<file path="src/rtl/lirs_pkg.sv">
// ----------------------------------------------------------------------------
// lirs_pkg
// Shared constants and controller/datapath types for the stereo linear
// interpolation resampler.
// ----------------------------------------------------------------------------
package lirs_pkg;

    localparam int unsigned SAMPLE_W        = 16;
    localparam int unsigned RATE_W          = 16;
    localparam int unsigned CFG_IDX_W       = 1;
    localparam int unsigned PHASE_FRAC_DEF  = 16;
    localparam int unsigned MAX_OUT         = 6;
    localparam int unsigned CNT_W           = 3;

    localparam logic [RATE_W-1:0] OUT_RATE  = 16'd44100;
    localparam logic [RATE_W-1:0] PASS_RATE = 16'd44100;

    localparam logic [CFG_IDX_W-1:0] CFG_SOURCE_RATE  = 1'd0;
    localparam logic [CFG_IDX_W-1:0] CFG_STEREO_INPUT = 1'd1;

    typedef struct packed {
        logic load;
        logic pass;
        logic mul;
        logic emit;
        logic finish;
    } t_dp_cmd;

    typedef struct packed {
        logic div_busy;
        logic pass_mode;
        logic phase_low;
        logic out_last;
    } t_dp_sts;

endpackage

</file>
<file path="src/rtl/lirs_in_if.sv">
// ----------------------------------------------------------------------------
// lirs_in_if
// Input frame channel: valid/ready handshake with a stereo PCM payload.
// ----------------------------------------------------------------------------
interface lirs_in_if;
    logic                                  valid;
    logic                                  ready;
    logic signed [lirs_pkg::SAMPLE_W-1:0]  left_sample;
    logic signed [lirs_pkg::SAMPLE_W-1:0]  right_sample;
    logic                                  chunk_end;

    modport source (output valid, left_sample, right_sample, chunk_end, input ready);
    modport sink   (input valid, left_sample, right_sample, chunk_end, output ready);
endinterface

</file>
<file path="src/rtl/lirs_out_if.sv">
// ----------------------------------------------------------------------------
// lirs_out_if
// Output frame channel: valid/ready handshake with a resampled stereo payload.
// ----------------------------------------------------------------------------
interface lirs_out_if;
    logic                                  valid;
    logic                                  ready;
    logic signed [lirs_pkg::SAMPLE_W-1:0]  out_left;
    logic signed [lirs_pkg::SAMPLE_W-1:0]  out_right;
    logic                                  run_last;

    modport source (output valid, out_left, out_right, run_last, input ready);
    modport sink   (input valid, out_left, out_right, run_last, output ready);
endinterface

</file>
<file path="src/rtl/linear_interp_resampler_stereo.sv">
// ----------------------------------------------------------------------------
// linear_interp_resampler_stereo
// Converts stereo 16-bit PCM frames at a programmable source rate to 44.1 kHz
// by linear interpolation with a 2.16 phase accumulator.
//
// i_src carries one input frame per transaction (left, right, chunk_end); o_res
// carries the resampled frames, run_last set on the last frame that an input
// produced. An input yields zero to six output frames; at a source rate of
// 44100 each frame passes through unchanged with run_last set. Writing
// source_rate recomputes the phase step by a reciprocal multiplication, holding
// i_src off while it is pending; stereo_input takes effect on the next frame.
// One input frame at a time: after the input transaction the controller passes
// through its check and emit states before the first interpolated output is
// offered, and each further output passes through the multiplier stage and the
// single output register again. Reset selects passthrough, stereo, phase and
// history zero. While the receiver stalls, the output frame holds and no new
// input is accepted.
// ----------------------------------------------------------------------------
module linear_interp_resampler_stereo #(
    parameter int unsigned PHASE_FRAC_BITS = lirs_pkg::PHASE_FRAC_DEF
) (
    input  logic                               i_clk,
    input  logic                               i_rst_n,
    input  logic                               i_cfg_wr_en,
    input  logic [lirs_pkg::CFG_IDX_W-1:0]     i_cfg_index,
    input  logic [lirs_pkg::RATE_W-1:0]        i_cfg_wdata,
    lirs_in_if.sink                            i_src,
    lirs_out_if.source                         o_res
);

    lirs_pkg::t_dp_cmd w_cmd;
    lirs_pkg::t_dp_sts w_sts;

    lirs_ctrl u_ctrl (
        .i_clk       (i_clk),
        .i_rst_n     (i_rst_n),
        .i_in_valid  (i_src.valid),
        .o_in_ready  (i_src.ready),
        .o_out_valid (o_res.valid),
        .i_out_ready (o_res.ready),
        .i_sts       (w_sts),
        .o_cmd       (w_cmd)
    );

    lirs_dp #(
        .PHASE_FRAC_BITS (PHASE_FRAC_BITS)
    ) u_dp (
        .i_clk       (i_clk),
        .i_rst_n     (i_rst_n),
        .i_cmd       (w_cmd),
        .o_sts       (w_sts),
        .i_cfg_wr_en (i_cfg_wr_en),
        .i_cfg_index (i_cfg_index),
        .i_cfg_wdata (i_cfg_wdata),
        .i_left      (i_src.left_sample),
        .i_right     (i_src.right_sample),
        .o_left      (o_res.out_left),
        .o_right     (o_res.out_right),
        .o_last      (o_res.run_last)
    );

endmodule

</file>
<file path="src/rtl/lirs_dp.sv">
// ----------------------------------------------------------------------------
// lirs_dp
// Datapath: configuration registers, phase-step reciprocal multiplier, phase
// accumulator, per-channel interpolation multipliers and the output frame
// register.
// ----------------------------------------------------------------------------
module lirs_dp #(
    parameter int unsigned PHASE_FRAC_BITS = lirs_pkg::PHASE_FRAC_DEF
) (
    input  logic                                 i_clk,
    input  logic                                 i_rst_n,
    input  lirs_pkg::t_dp_cmd                    i_cmd,
    output lirs_pkg::t_dp_sts                    o_sts,
    input  logic                                 i_cfg_wr_en,
    input  logic [lirs_pkg::CFG_IDX_W-1:0]       i_cfg_index,
    input  logic [lirs_pkg::RATE_W-1:0]          i_cfg_wdata,
    input  logic signed [lirs_pkg::SAMPLE_W-1:0] i_left,
    input  logic signed [lirs_pkg::SAMPLE_W-1:0] i_right,
    output logic signed [lirs_pkg::SAMPLE_W-1:0] o_left,
    output logic signed [lirs_pkg::SAMPLE_W-1:0] o_right,
    output logic                                 o_last
);

    localparam int unsigned SW        = lirs_pkg::SAMPLE_W;
    localparam int unsigned RW        = lirs_pkg::RATE_W;
    localparam int unsigned STEP_W    = PHASE_FRAC_BITS + 1;
    localparam int unsigned PHASE_W   = PHASE_FRAC_BITS + 2;
    localparam int unsigned RECIP_SH  = 32;
    localparam int unsigned RECIP_W   = PHASE_FRAC_BITS + 17;
    localparam int unsigned RPROD_W   = RW + RECIP_W;
    localparam int unsigned PROD_W    = SW + 2 + PHASE_FRAC_BITS;
    localparam logic [STEP_W-1:0]  STEP_RST = {1'b1, {PHASE_FRAC_BITS{1'b0}}};
    localparam logic [PHASE_W-1:0] ONE      = {2'b01, {PHASE_FRAC_BITS{1'b0}}};
    // ceil(2^(frac + 32) / output rate): exact floor quotient for any 16-bit rate
    localparam logic [RECIP_W-1:0] RECIP    = RECIP_W'(
        ((64'd1 << (PHASE_FRAC_BITS + RECIP_SH)) + 64'(lirs_pkg::OUT_RATE) - 64'd1)
        / 64'(lirs_pkg::OUT_RATE));

    logic [RW-1:0]                     r_rate;
    logic                              r_stereo;
    logic [STEP_W-1:0]                 r_step;
    logic                              r_step_pend;
    logic [PHASE_W-1:0]                r_phase;
    logic [lirs_pkg::CNT_W-1:0]        r_count;
    logic signed [SW-1:0]              r_prev_l;
    logic signed [SW-1:0]              r_prev_r;
    logic signed [SW-1:0]              r_cur_l;
    logic signed [SW-1:0]              r_cur_r;
    logic signed [PROD_W-1:0]          r_prod_l;
    logic signed [PROD_W-1:0]          r_prod_r;
    logic signed [SW-1:0]              r_out_l;
    logic signed [SW-1:0]              r_out_r;
    logic                              r_out_last;

    logic [RPROD_W-1:0]                w_rprod;
    logic                              w_phase_low;
    logic [PHASE_FRAC_BITS-1:0]        w_frac;
    logic signed [SW:0]                w_diff_l;
    logic signed [SW:0]                w_diff_r;
    logic signed [PROD_W-1:0]          w_prod_l;
    logic signed [PROD_W-1:0]          w_prod_r;
    logic signed [PROD_W-1:0]          w_q_l;
    logic signed [PROD_W-1:0]          w_q_r;
    logic [SW:0]                       w_sum_l;
    logic [SW:0]                       w_sum_r;

    // phase step = (rate << frac) / output rate by reciprocal multiplication
    assign w_rprod = RPROD_W'(r_rate) * RPROD_W'(RECIP);

    assign w_phase_low = (r_phase[PHASE_W-1:PHASE_FRAC_BITS] == 2'b00);
    assign w_frac      = r_phase[PHASE_FRAC_BITS-1:0];

    assign w_diff_l = {r_cur_l[SW-1], r_cur_l} - {r_prev_l[SW-1], r_prev_l};
    assign w_diff_r = {r_cur_r[SW-1], r_cur_r} - {r_prev_r[SW-1], r_prev_r};
    assign w_prod_l = PROD_W'(w_diff_l) * PROD_W'($signed({1'b0, w_frac}));
    assign w_prod_r = PROD_W'(w_diff_r) * PROD_W'($signed({1'b0, w_frac}));

    assign w_q_l   = r_prod_l >>> PHASE_FRAC_BITS;
    assign w_q_r   = r_prod_r >>> PHASE_FRAC_BITS;
    assign w_sum_l = w_q_l[SW:0] + {r_prev_l[SW-1], r_prev_l};
    assign w_sum_r = w_q_r[SW:0] + {r_prev_r[SW-1], r_prev_r};

    always_ff @(posedge i_clk) begin
        if (!i_rst_n) begin
            r_rate      <= lirs_pkg::PASS_RATE;
            r_stereo    <= 1'b1;
            r_step      <= STEP_RST;
            r_step_pend <= 1'b0;
            r_phase     <= '0;
            r_count     <= '0;
            r_prev_l    <= '0;
            r_prev_r    <= '0;
        end else begin
            if (i_cfg_wr_en && i_cfg_index == lirs_pkg::CFG_SOURCE_RATE) begin
                r_rate      <= i_cfg_wdata;
                r_step_pend <= 1'b1;
            end else if (r_step_pend) begin
                r_step      <= w_rprod[RECIP_SH +: STEP_W];
                r_step_pend <= 1'b0;
            end
            if (i_cfg_wr_en && i_cfg_index == lirs_pkg::CFG_STEREO_INPUT) begin
                r_stereo <= i_cfg_wdata[0];
            end
            if (i_cmd.mul) begin
                r_phase <= r_phase + {1'b0, r_step};
                r_count <= r_count + lirs_pkg::CNT_W'(1);
            end else if (i_cmd.finish) begin
                r_phase  <= w_phase_low ? '0 : r_phase - ONE;
                r_count  <= '0;
                r_prev_l <= r_cur_l;
                r_prev_r <= r_cur_r;
            end
        end
    end

    always_ff @(posedge i_clk) begin
        if (i_cmd.load) begin
            r_cur_l <= i_left;
            r_cur_r <= r_stereo ? i_right : i_left;
        end
        if (i_cmd.mul) begin
            r_prod_l <= w_prod_l;
            r_prod_r <= w_prod_r;
        end
        if (i_cmd.pass) begin
            r_out_l    <= r_cur_l;
            r_out_r    <= r_cur_r;
            r_out_last <= 1'b1;
        end else if (i_cmd.emit) begin
            r_out_l    <= w_sum_l[SW-1:0];
            r_out_r    <= w_sum_r[SW-1:0];
            r_out_last <= !w_phase_low || (r_count == lirs_pkg::CNT_W'(lirs_pkg::MAX_OUT));
        end
    end

    assign o_sts.div_busy  = r_step_pend;
    assign o_sts.pass_mode = (r_rate == lirs_pkg::PASS_RATE);
    assign o_sts.phase_low = w_phase_low;
    assign o_sts.out_last  = r_out_last;

    assign o_left  = r_out_l;
    assign o_right = r_out_r;
    assign o_last  = r_out_last;

    a_count_bound: assert property (@(posedge i_clk) disable iff (!i_rst_n)
        r_count <= lirs_pkg::CNT_W'(lirs_pkg::MAX_OUT))
        else $error("output count exceeds frame limit");

    a_mul_phase_low: assert property (@(posedge i_clk) disable iff (!i_rst_n)
        i_cmd.mul |-> w_phase_low)
        else $error("interpolation issued with phase at or above one");

    a_finish_phase: assert property (@(posedge i_clk) disable iff (!i_rst_n)
        i_cmd.finish |=> !r_phase[PHASE_W-1])
        else $error("phase out of range after frame completion");

    a_no_load_busy: assert property (@(posedge i_clk) disable iff (!i_rst_n)
        r_step_pend |-> !i_cmd.load)
        else $error("frame loaded while phase step is being computed");

endmodule

</file>
<file path="src/rtl/lirs_ctrl.sv">
// ----------------------------------------------------------------------------
// lirs_ctrl
// Controller: sequences frame load, interpolation, output hold and phase
// update for one input frame at a time.
// ----------------------------------------------------------------------------
module lirs_ctrl (
    input  logic                i_clk,
    input  logic                i_rst_n,
    input  logic                i_in_valid,
    output logic                o_in_ready,
    output logic                o_out_valid,
    input  logic                i_out_ready,
    input  lirs_pkg::t_dp_sts   i_sts,
    output lirs_pkg::t_dp_cmd   o_cmd
);

    typedef enum logic [1:0] {
        S_IDLE,
        S_CHECK,
        S_EMIT,
        S_HOLD
    } t_state;

    t_state r_state;
    t_state n_state;
    logic   r_out_valid;
    logic   n_out_valid;

    always_comb begin
        n_state     = r_state;
        n_out_valid = r_out_valid;
        o_cmd       = '0;
        o_in_ready  = 1'b0;
        case (r_state)
            S_IDLE: begin
                o_in_ready = !i_sts.div_busy;
                if (i_in_valid && !i_sts.div_busy) begin
                    o_cmd.load = 1'b1;
                    n_state    = S_CHECK;
                end
            end
            S_CHECK: begin
                if (i_sts.pass_mode) begin
                    o_cmd.pass  = 1'b1;
                    n_out_valid = 1'b1;
                    n_state     = S_HOLD;
                end else if (i_sts.phase_low) begin
                    o_cmd.mul = 1'b1;
                    n_state   = S_EMIT;
                end else begin
                    o_cmd.finish = 1'b1;
                    n_state      = S_IDLE;
                end
            end
            S_EMIT: begin
                o_cmd.emit  = 1'b1;
                n_out_valid = 1'b1;
                n_state     = S_HOLD;
            end
            S_HOLD: begin
                if (i_out_ready) begin
                    n_out_valid = 1'b0;
                    if (i_sts.out_last) begin
                        o_cmd.finish = !i_sts.pass_mode;
                        n_state      = S_IDLE;
                    end else begin
                        o_cmd.mul = 1'b1;
                        n_state   = S_EMIT;
                    end
                end
            end
            default: begin
                n_state     = S_IDLE;
                n_out_valid = 1'b0;
            end
        endcase
    end

    always_ff @(posedge i_clk) begin
        if (!i_rst_n) begin
            r_state     <= S_IDLE;
            r_out_valid <= 1'b0;
        end else begin
            r_state     <= n_state;
            r_out_valid <= n_out_valid;
        end
    end

    assign o_out_valid = r_out_valid;

    a_valid_in_hold: assert property (@(posedge i_clk) disable iff (!i_rst_n)
        r_out_valid |-> (r_state == S_HOLD))
        else $error("output valid outside hold state");

    a_pass_single: assert property (@(posedge i_clk) disable iff (!i_rst_n)
        o_cmd.pass |=> i_sts.out_last)
        else $error("passthrough frame not marked last");

    a_last_done: assert property (@(posedge i_clk) disable iff (!i_rst_n)
        (r_out_valid && i_out_ready && i_sts.out_last) |=> (r_state == S_IDLE))
        else $error("controller kept running after last output");

endmodule
</file>
<file path="src/flat_wrapper.sv">
// flat-port wrapper written by rule: the top's interface ports become plain ports
module linear_interp_resampler_stereo_flat 
#(
    parameter int unsigned PHASE_FRAC_BITS = lirs_pkg::PHASE_FRAC_DEF
)
  (i_clk, i_rst_n, i_cfg_wr_en, i_cfg_index, i_cfg_wdata, i_src_valid, i_src_left_sample, i_src_right_sample, i_src_chunk_end, i_src_ready, o_res_valid, o_res_out_left, o_res_out_right, o_res_run_last, o_res_ready);
  lirs_in_if i_src_i ();
  lirs_out_if o_res_i ();
  input  logic i_clk;
  input  logic i_rst_n;
  input  logic i_cfg_wr_en;
  input  logic [lirs_pkg::CFG_IDX_W-1:0] i_cfg_index;
  input  logic [lirs_pkg::RATE_W-1:0] i_cfg_wdata;
  input wire logic [$bits(i_src_i.valid)-1:0] i_src_valid;
  input wire logic [$bits(i_src_i.left_sample)-1:0] i_src_left_sample;
  input wire logic [$bits(i_src_i.right_sample)-1:0] i_src_right_sample;
  input wire logic [$bits(i_src_i.chunk_end)-1:0] i_src_chunk_end;
  output wire logic [$bits(i_src_i.ready)-1:0] i_src_ready;
  output wire logic [$bits(o_res_i.valid)-1:0] o_res_valid;
  output wire logic [$bits(o_res_i.out_left)-1:0] o_res_out_left;
  output wire logic [$bits(o_res_i.out_right)-1:0] o_res_out_right;
  output wire logic [$bits(o_res_i.run_last)-1:0] o_res_run_last;
  input wire logic [$bits(o_res_i.ready)-1:0] o_res_ready;
  assign i_src_i.valid = i_src_valid;
  assign i_src_i.left_sample = i_src_left_sample;
  assign i_src_i.right_sample = i_src_right_sample;
  assign i_src_i.chunk_end = i_src_chunk_end;
  assign i_src_ready = i_src_i.ready;
  assign o_res_valid = o_res_i.valid;
  assign o_res_out_left = o_res_i.out_left;
  assign o_res_out_right = o_res_i.out_right;
  assign o_res_run_last = o_res_i.run_last;
  assign o_res_i.ready = o_res_ready;
  linear_interp_resampler_stereo #(.PHASE_FRAC_BITS(PHASE_FRAC_BITS)) u_core (.i_clk(i_clk), .i_rst_n(i_rst_n), .i_cfg_wr_en(i_cfg_wr_en), .i_cfg_index(i_cfg_index), .i_cfg_wdata(i_cfg_wdata), .i_src(i_src_i), .o_res(o_res_i));
endmodule
</file>
<file path="config.mk">
export PLATFORM = sky130hd
export DESIGN_NAME = linear_interp_resampler_stereo_flat
export DESIGN_NICKNAME = d
export VERILOG_FILES = /design/src/rtl/lirs_pkg.sv /design/src/rtl/lirs_in_if.sv /design/src/rtl/lirs_out_if.sv /design/src/rtl/linear_interp_resampler_stereo.sv /design/src/rtl/lirs_dp.sv /design/src/rtl/lirs_ctrl.sv /design/src/flat_wrapper.sv
export SDC_FILE = /design/constraint.sdc
export NUM_CORES = 2
export LEC_CHECK = 0
export ABC_AREA = 1
export BUFFER_PORTS_ARGS = -buffer_cell sky130_fd_sc_hd__clkbuf_2
export CORE_MARGIN = 5
export CORE_UTILIZATION = 35
export DETAILED_ROUTE_END_ITERATION = 12
export PLACE_DENSITY = 0.57
export SYNTH_ARGS = -nofsm -noshare
export SYNTH_HDL_FRONTEND = slang
export SYNTH_SLANG_ARGS = --single-unit
</file>
<file path="constraint.sdc">
create_clock -name i_clk -period 20.3 [get_ports i_clk]
set_input_delay 4.06 -clock i_clk [delete_from_list [all_inputs] [get_ports i_clk]]
set_output_delay 4.06 -clock i_clk [all_outputs]
set_load 0.005 [all_outputs]
</file>
# == After elaboration in Yosys (flattened, before gate mapping) ==
# Index checks and enable logic that the tools add are counted.
# totals
elab_cells,90
reg_bits,220
output_inout_bits,35
in_bits,55
# classes
bitwise_logic,3
n_addsub,7
eq_ne,8
mul,3
reduce_logical,16
mux,36
# ops
operator,count
$mux 16,5
$mul 17x17->32,2
$mux 18,3
$mul 16x32->48 const B,1
$sub 16x16->17,2
$add 16x16->16,2
$add 18x17->18,1
$sub 18x17->18 const B,1
$mux 1,17
$eq 16x16->1 const B,1
$mux 2,5
$pmux 2 s4,1
$mux 3,2
$ne 2x2->1 const B,3
$reduce_and 2->1,3
$eq 2x2->1 const B,2
$logic_not 2->1,2
$pmux 1 s2,2
$reduce_bool 2->1,2
$add 3x1->3 const B,1
$eq 3x3->1 const B,1
$logic_and 1x1->1,3
$logic_not 1->1,3
$not 1->1,3
5 further kinds,5

# == Longest topological paths before layout ==
# depth
ltp_word,7
ltp_mapped,40
mapped_depth_nobuf,39

# == Hierarchy ==
# From an unflattened synthesis, not the netlist that was laid out.
# unflattened
cells_unflattened,5296
hier_area_um2,41160.7
# by_module_without_submodules
module,area_each_um2,cells_each,n_inst
lirs_dp,40925.5,5257,1
lirs_ctrl,235.2,39,1

# == Worst setup path after synthesis ==
# No wires, ideal clock.
# synth_timing
path_kind,flip-flop to flip-flop
start,reg u_core.u_dp.r_cur_l[0]
end,"reg u_core.u_dp.r_prod_l[27], data pin"
arrival_time_ns,6.358
required_ns,20.039
path_buffers,1
stages_incl_launch_ff,32
synth_period_minus_slack_ns,6.619
slack_ns,13.681
cell_sequence,edfxtp_1 -> inv_1 -> ha_1 -> fa_1 -> inv_1 -> nand2_1 -> nand2_1 -> nand3_1 -> nand2_2 -> nand2_1 -> nand2_1 -> nand2_1 -> nand2_4 -> nor2_1 -> fa_1 -> inv_1 -> fa_1 -> clkbuf_1 -> xor2_1 -> o21ai_0 -> fa_1 -> fa_1 -> inv_1 -> fa_1 -> inv_1 -> ha_1 -> a21oi_1 -> a21boi_0 -> o21ai_0 -> a21oi_1 -> nand2_1 -> xor2_1
# synth_between
elab_chain_len,2
# synth_rtl
element,line,text
start: declaration,lirs_dp.sv:47,logic signed [SW-1:0] r_cur_l;
start signal: assignment,lirs_dp.sv:118,r_cur_l <= i_left;
$sub 16x16->17,lirs_dp.sv:73,"assign w_diff_l = {r_cur_l[SW-1], r_cur_l} - {r_prev_l[SW-1], r_prev_l};"
$mul 17x17->32,lirs_dp.sv:75,"assign w_prod_l = PROD_W'(w_diff_l) * PROD_W'($signed({1'b0, w_frac}));"
named net u_core.u_dp.w_prod_l[27],lirs_dp.sv:60,logic signed [PROD_W-1:0] w_prod_l;
end signal: assignment,lirs_dp.sv:122,r_prod_l <= w_prod_l;
end: declaration,lirs_dp.sv:49,logic signed [PROD_W-1:0] r_prod_l;
# The timed path passes the listed nets, and every way through them passes these cells.
# A chain may end at the register's enable or synchronous reset.

# == Worst setup path in the final report ==
# layout_timing
start,reg u_core.u_dp.r_cur_r[4]
end,"reg u_core.u_dp.r_prod_r[25], data pin"
# layout_between
elab_chain_len,2
# layout_rtl
element,line,text
start: declaration,lirs_dp.sv:48,logic signed [SW-1:0] r_cur_r;
start signal: assignment,lirs_dp.sv:119,r_cur_r <= r_stereo ? i_right : i_left;
$sub 16x16->17,lirs_dp.sv:74,"assign w_diff_r = {r_cur_r[SW-1], r_cur_r} - {r_prev_r[SW-1], r_prev_r};"
$mul 17x17->32,lirs_dp.sv:76,"assign w_prod_r = PROD_W'(w_diff_r) * PROD_W'($signed({1'b0, w_frac}));"
named net u_core.u_dp.w_prod_r[25],lirs_dp.sv:61,logic signed [PROD_W-1:0] w_prod_r;
end signal: assignment,lirs_dp.sv:123,r_prod_r <= w_prod_r;
end: declaration,lirs_dp.sv:50,logic signed [PROD_W-1:0] r_prod_r;
# The timed path passes the listed nets, and every way through them passes these cells.

==> results.md <==
* Status: complete, no violations
* Tmin final at 8.43 ns
* Avg Cell Area, Syn at 7.78 um2
* Port bufs at 88
* Hold path start: u_core.u_dp.r_phase[10]
* CTS clock-pin slew for the worst setup and hold paths at 0.10 ns
* Synth Warn # at 0
* Max incr delay on CP at 0.56 ns
* Crit share post-route at 41.5%
* Die Y at 353 um
* Post-synthesis sequential area ratio at 11.5%
* Final Util at 37.8%
* RePlAce Congestion at 0.942
* Total power at 0.00646 W
* Met3 WL at 8320 um
* Hold Path Class: reg -> reg
* Row Count at 125
* M1 wire length at 57300 um
* Die area at 125000 um2
* Nets at 6499
* CTS Hold Bufs at 0
* Top_reg_cell synth: edfxtp_1
* I/O pin count at 90
* Unrepaired setup endpoints after global routing: false
* Fillers at 12175
* Post-DP HPWL at 105000 um
* Crit Path Max Fanout at 9
* WHS Endpoint: u_core.u_dp.r_phase[10]
* Tightest Pin Transition at 1.17 ns
* TritonCTS Buffers at 17
* Startpoint Class: register
* Post-synthesis cell area at 41200 um2
* TNS Setup at 0 ns
* CTS tree: done
* Setup crit end kind: register
* Worst endpoint data arrival time at 8.68 ns
* Area Overhead vs Synth at 6.86%
* Root buffer cell: clkbuf_16
* Reg2reg setup slack at 11.87 ns
* Sink Count at 188
* Share of cells above drive strength 1 at 4.35%
* Final ANT Viol Nets at 0
* Post-synthesis simple-gate area fraction at 19.1%
* Post-CTS Resized at 0
* N_diodes at 0
* Met2 WL at 54400 um
* Routed length per instance at 18.0 um
* TritonRoute pass-1 iters at 6
* Vias in the first global route at 34568
* Setup-failing EPs final at 0
* Worst path most repeated cell: fa_1
* Slew Viols, Final at 0
* Core Area at 117000 um2
* Initial antenna violation count at 2
* Critical-path top delay cell: fa_1
* First-pass GRT wire length at 195000 um
* Clock tree buffer depth at 2
* Synth Register Bits at 188
* Skew final at 0.0206 ns
* Main combinational cell family by area after synthesis: adder cells
* Worst Hold Depth at 2
* Reg2reg end: u_core.u_dp.r_prod_r[25]
* Final hold vios at 0
* Post-synthesis cell type count at 55
* R2R Path Start: u_core.u_dp.r_cur_r[4]
* Post-CTS Setup Bufs at 0
* Area share of fa/ha/maj cells after synthesis at 46.9%
* Avg Vias per Cell at 4.93
* Number of remaining DRC errors at 0
* Top Metal Used: met4
* Syn nets at 6466
* # H-tree levels at 4
* Die Wd at 353 um
* Number of synthesized flops with an enable pin at 96
* Clk_lat worst skew at 0.52 ns
* Starting Density at 35.3%
* Worst VDD drop at 0.000184 V
* GRT Total Usage at 20.0%
* Crit path kind: reg -> reg
* Post-Synth XOR/XNOR Area at 1.91%
* Via count at 33800
* Cells after Synth at 5290
* Data required, critical path at 20.55 ns
* Max Cap Viol at 0
* Detailed Route WL at 123000 um
* Initial detailed-routing violation count at 2386
* Post-synth ARST share at 0%
* Worst slew margin at 22.1%
* Largest net degree at the start of global routing at 63
* Synth Area in Compound Gates at 6.77%
* Pwr Density at 147 nW/um2
* Leakage Power at 23.5 nW
* Mux contribution to synthesized area at 0.438%
* Fmax at 119 MHz
* Reg2Reg Depth at 28
* Gr ovfl total at 0
[cells in the mapped netlist (all sizes together) (37+ instances only)]
master	instances	area, um2
o21ai	156	792
a21oi	256	1320
xor2	58	561
fa	702	14100
ha	419	5240
nor2	510	1920
clkbuf	84	317
nand4	37	231
inv	1346	5050
nand3	262	1310
nand2	1026	3900
edfxtp	96	2880
dfxtp	92	1840
[registers in the layout (all words and copies together), names as in the netlist]
signal                     cells
u_core.u_dp.r_prev_r          16
u_core.u_dp.r_prod_l          16
u_core.u_dp.o_left            16
u_core.u_dp.r_stereo           1
u_core.u_dp.r_phase           18
u_core.u_dp.r_count            3
u_core.u_dp.r_rate            16
u_core.u_dp.r_prod_r          16
u_core.u_dp.o_last             1
u_core.u_dp.r_cur_r           16
u_core.u_dp.r_step_pend        1
u_core.u_ctrl.r_state          2
u_core.u_ctrl.o_out_valid      1
u_core.u_dp.o_right           16
u_core.u_dp.r_cur_l           16
u_core.u_dp.r_step            17
u_core.u_dp.r_prev_l          16
[per-stage QoR]
step	area (um2)	hold slack, ns	std cells	setup WS, ns
6_report	44000	0.478	6860	11.87
4_1_cts	44000	0.480	6860	12.12
5_1_grt	44000	0.504	6860	11.58
3_3_place_gp	43300	0.456	6828	12.21
3_5_place_dp	43300	0.466	6828	12.14
2_1_floorplan	41200	0.447	5290	13.68
[worst max-delay path, delay by kind of cell, from the launching register on]
| family | cells | cell delay, ns |
|---|---|---|
| adder cells (fa/ha/maj) | 8 | 3.89 |
| AND/OR/NAND/NOR | 12 | 2.73 |
| flip-flops | 1 | 0.50 |
| XOR/XNOR | 1 | 0.49 |
| buffers and inverters | 5 | 0.30 |
| AO/OA/AOI/OAI | 2 | 0.27 |
[placed cells by master, fill, tap and decap left out, drive strengths merged, types with 3 or more instances in the layout]
cell type  synthesis  routed
inv             1346    1355
nand2           1026    1026
fa               702     702
nor2             510     510
ha               419     419
nand3            262     262
a21oi            256     256
o21ai            156     156
clkbuf            84     105
edfxtp            96      96
dfxtp             92      92
xor2              58      58
nand4             37      37
or2               30      30
nor3              29      29
o21bai            28      28
buf               17      27
xnor2             26      26
clkinv            14      20
a21o              17      17
mux2              16      16
nand3b            14      14
o21a              10      10
o31ai              7       7
a31oi              6       6
a21boi             6       6
o211ai             5       5
nor4               4       4
a31o               4       4
and2               3       3
a221oi             3       3
[metal layers]
layer	track usage (%)	up-vias
li1	-	16052
met1	28.5	16648
met2	31.7	953
met3	3.15	147
met4	5.69	0
met5	0	-
[where the power goes]
group	switching, W	total [W]	leakage, nW	internal, W
Clock	0.000200	0.000376	0.317	0.000176
Sequential	0.0000757	0.000641	1.66	0.000566
Combinational	0.00369	0.00544	21.5	0.00175
Total	0.00397	0.00646	23.5	0.00249
[kinds of logic (layout without fill, tap and decap cells)]
| group | after synthesis | in the layout |
|---|---|---|
| buf+inv | 1461 | 1507 |
| xor+xnor | 84 | 84 |
| flops | 188 | 188 |
| fa+ha+maj | 1121 | 1121 |
| simple gates | 1918 | 1918 |
| compound gates | 502 | 502 |
| mux | 16 | 16 |
[area by class of cell]
cell class / instances / area [um2] / share of cell area, %
Inverter: 1360 / 5100 / 11.6
Multi-Input combinational cell: 3641 / 31000 / 70.4
Clock buffer: 17 / 425 / 0.967
Tap cell: 1524 / 1910 / 4.33
Timing Repair Buffer: 115 / 643 / 1.46
Sequential cell: 188 / 4720 / 10.7
Clock inverter: 15 / 239 / 0.543
[how the worst max path moves through the flow]
stage                           startpoint                        to  slack, ns
finish              u_core.u_dp.r_cur_r[4]  u_core.u_dp.r_prod_r[25]      11.87
global route        u_core.u_dp.r_cur_r[0]  u_core.u_dp.r_prod_r[25]      11.58
CTS                 u_core.u_dp.r_cur_l[0]  u_core.u_dp.r_prod_l[31]      12.12
detailed placement  u_core.u_dp.r_cur_r[0]  u_core.u_dp.r_prod_r[25]      12.14
global placement    u_core.u_dp.r_cur_l[0]  u_core.u_dp.r_prod_l[31]      12.21
floorplan           u_core.u_dp.r_cur_l[0]  u_core.u_dp.r_prod_l[27]      13.68
Power figures use the tool's default switching activity.
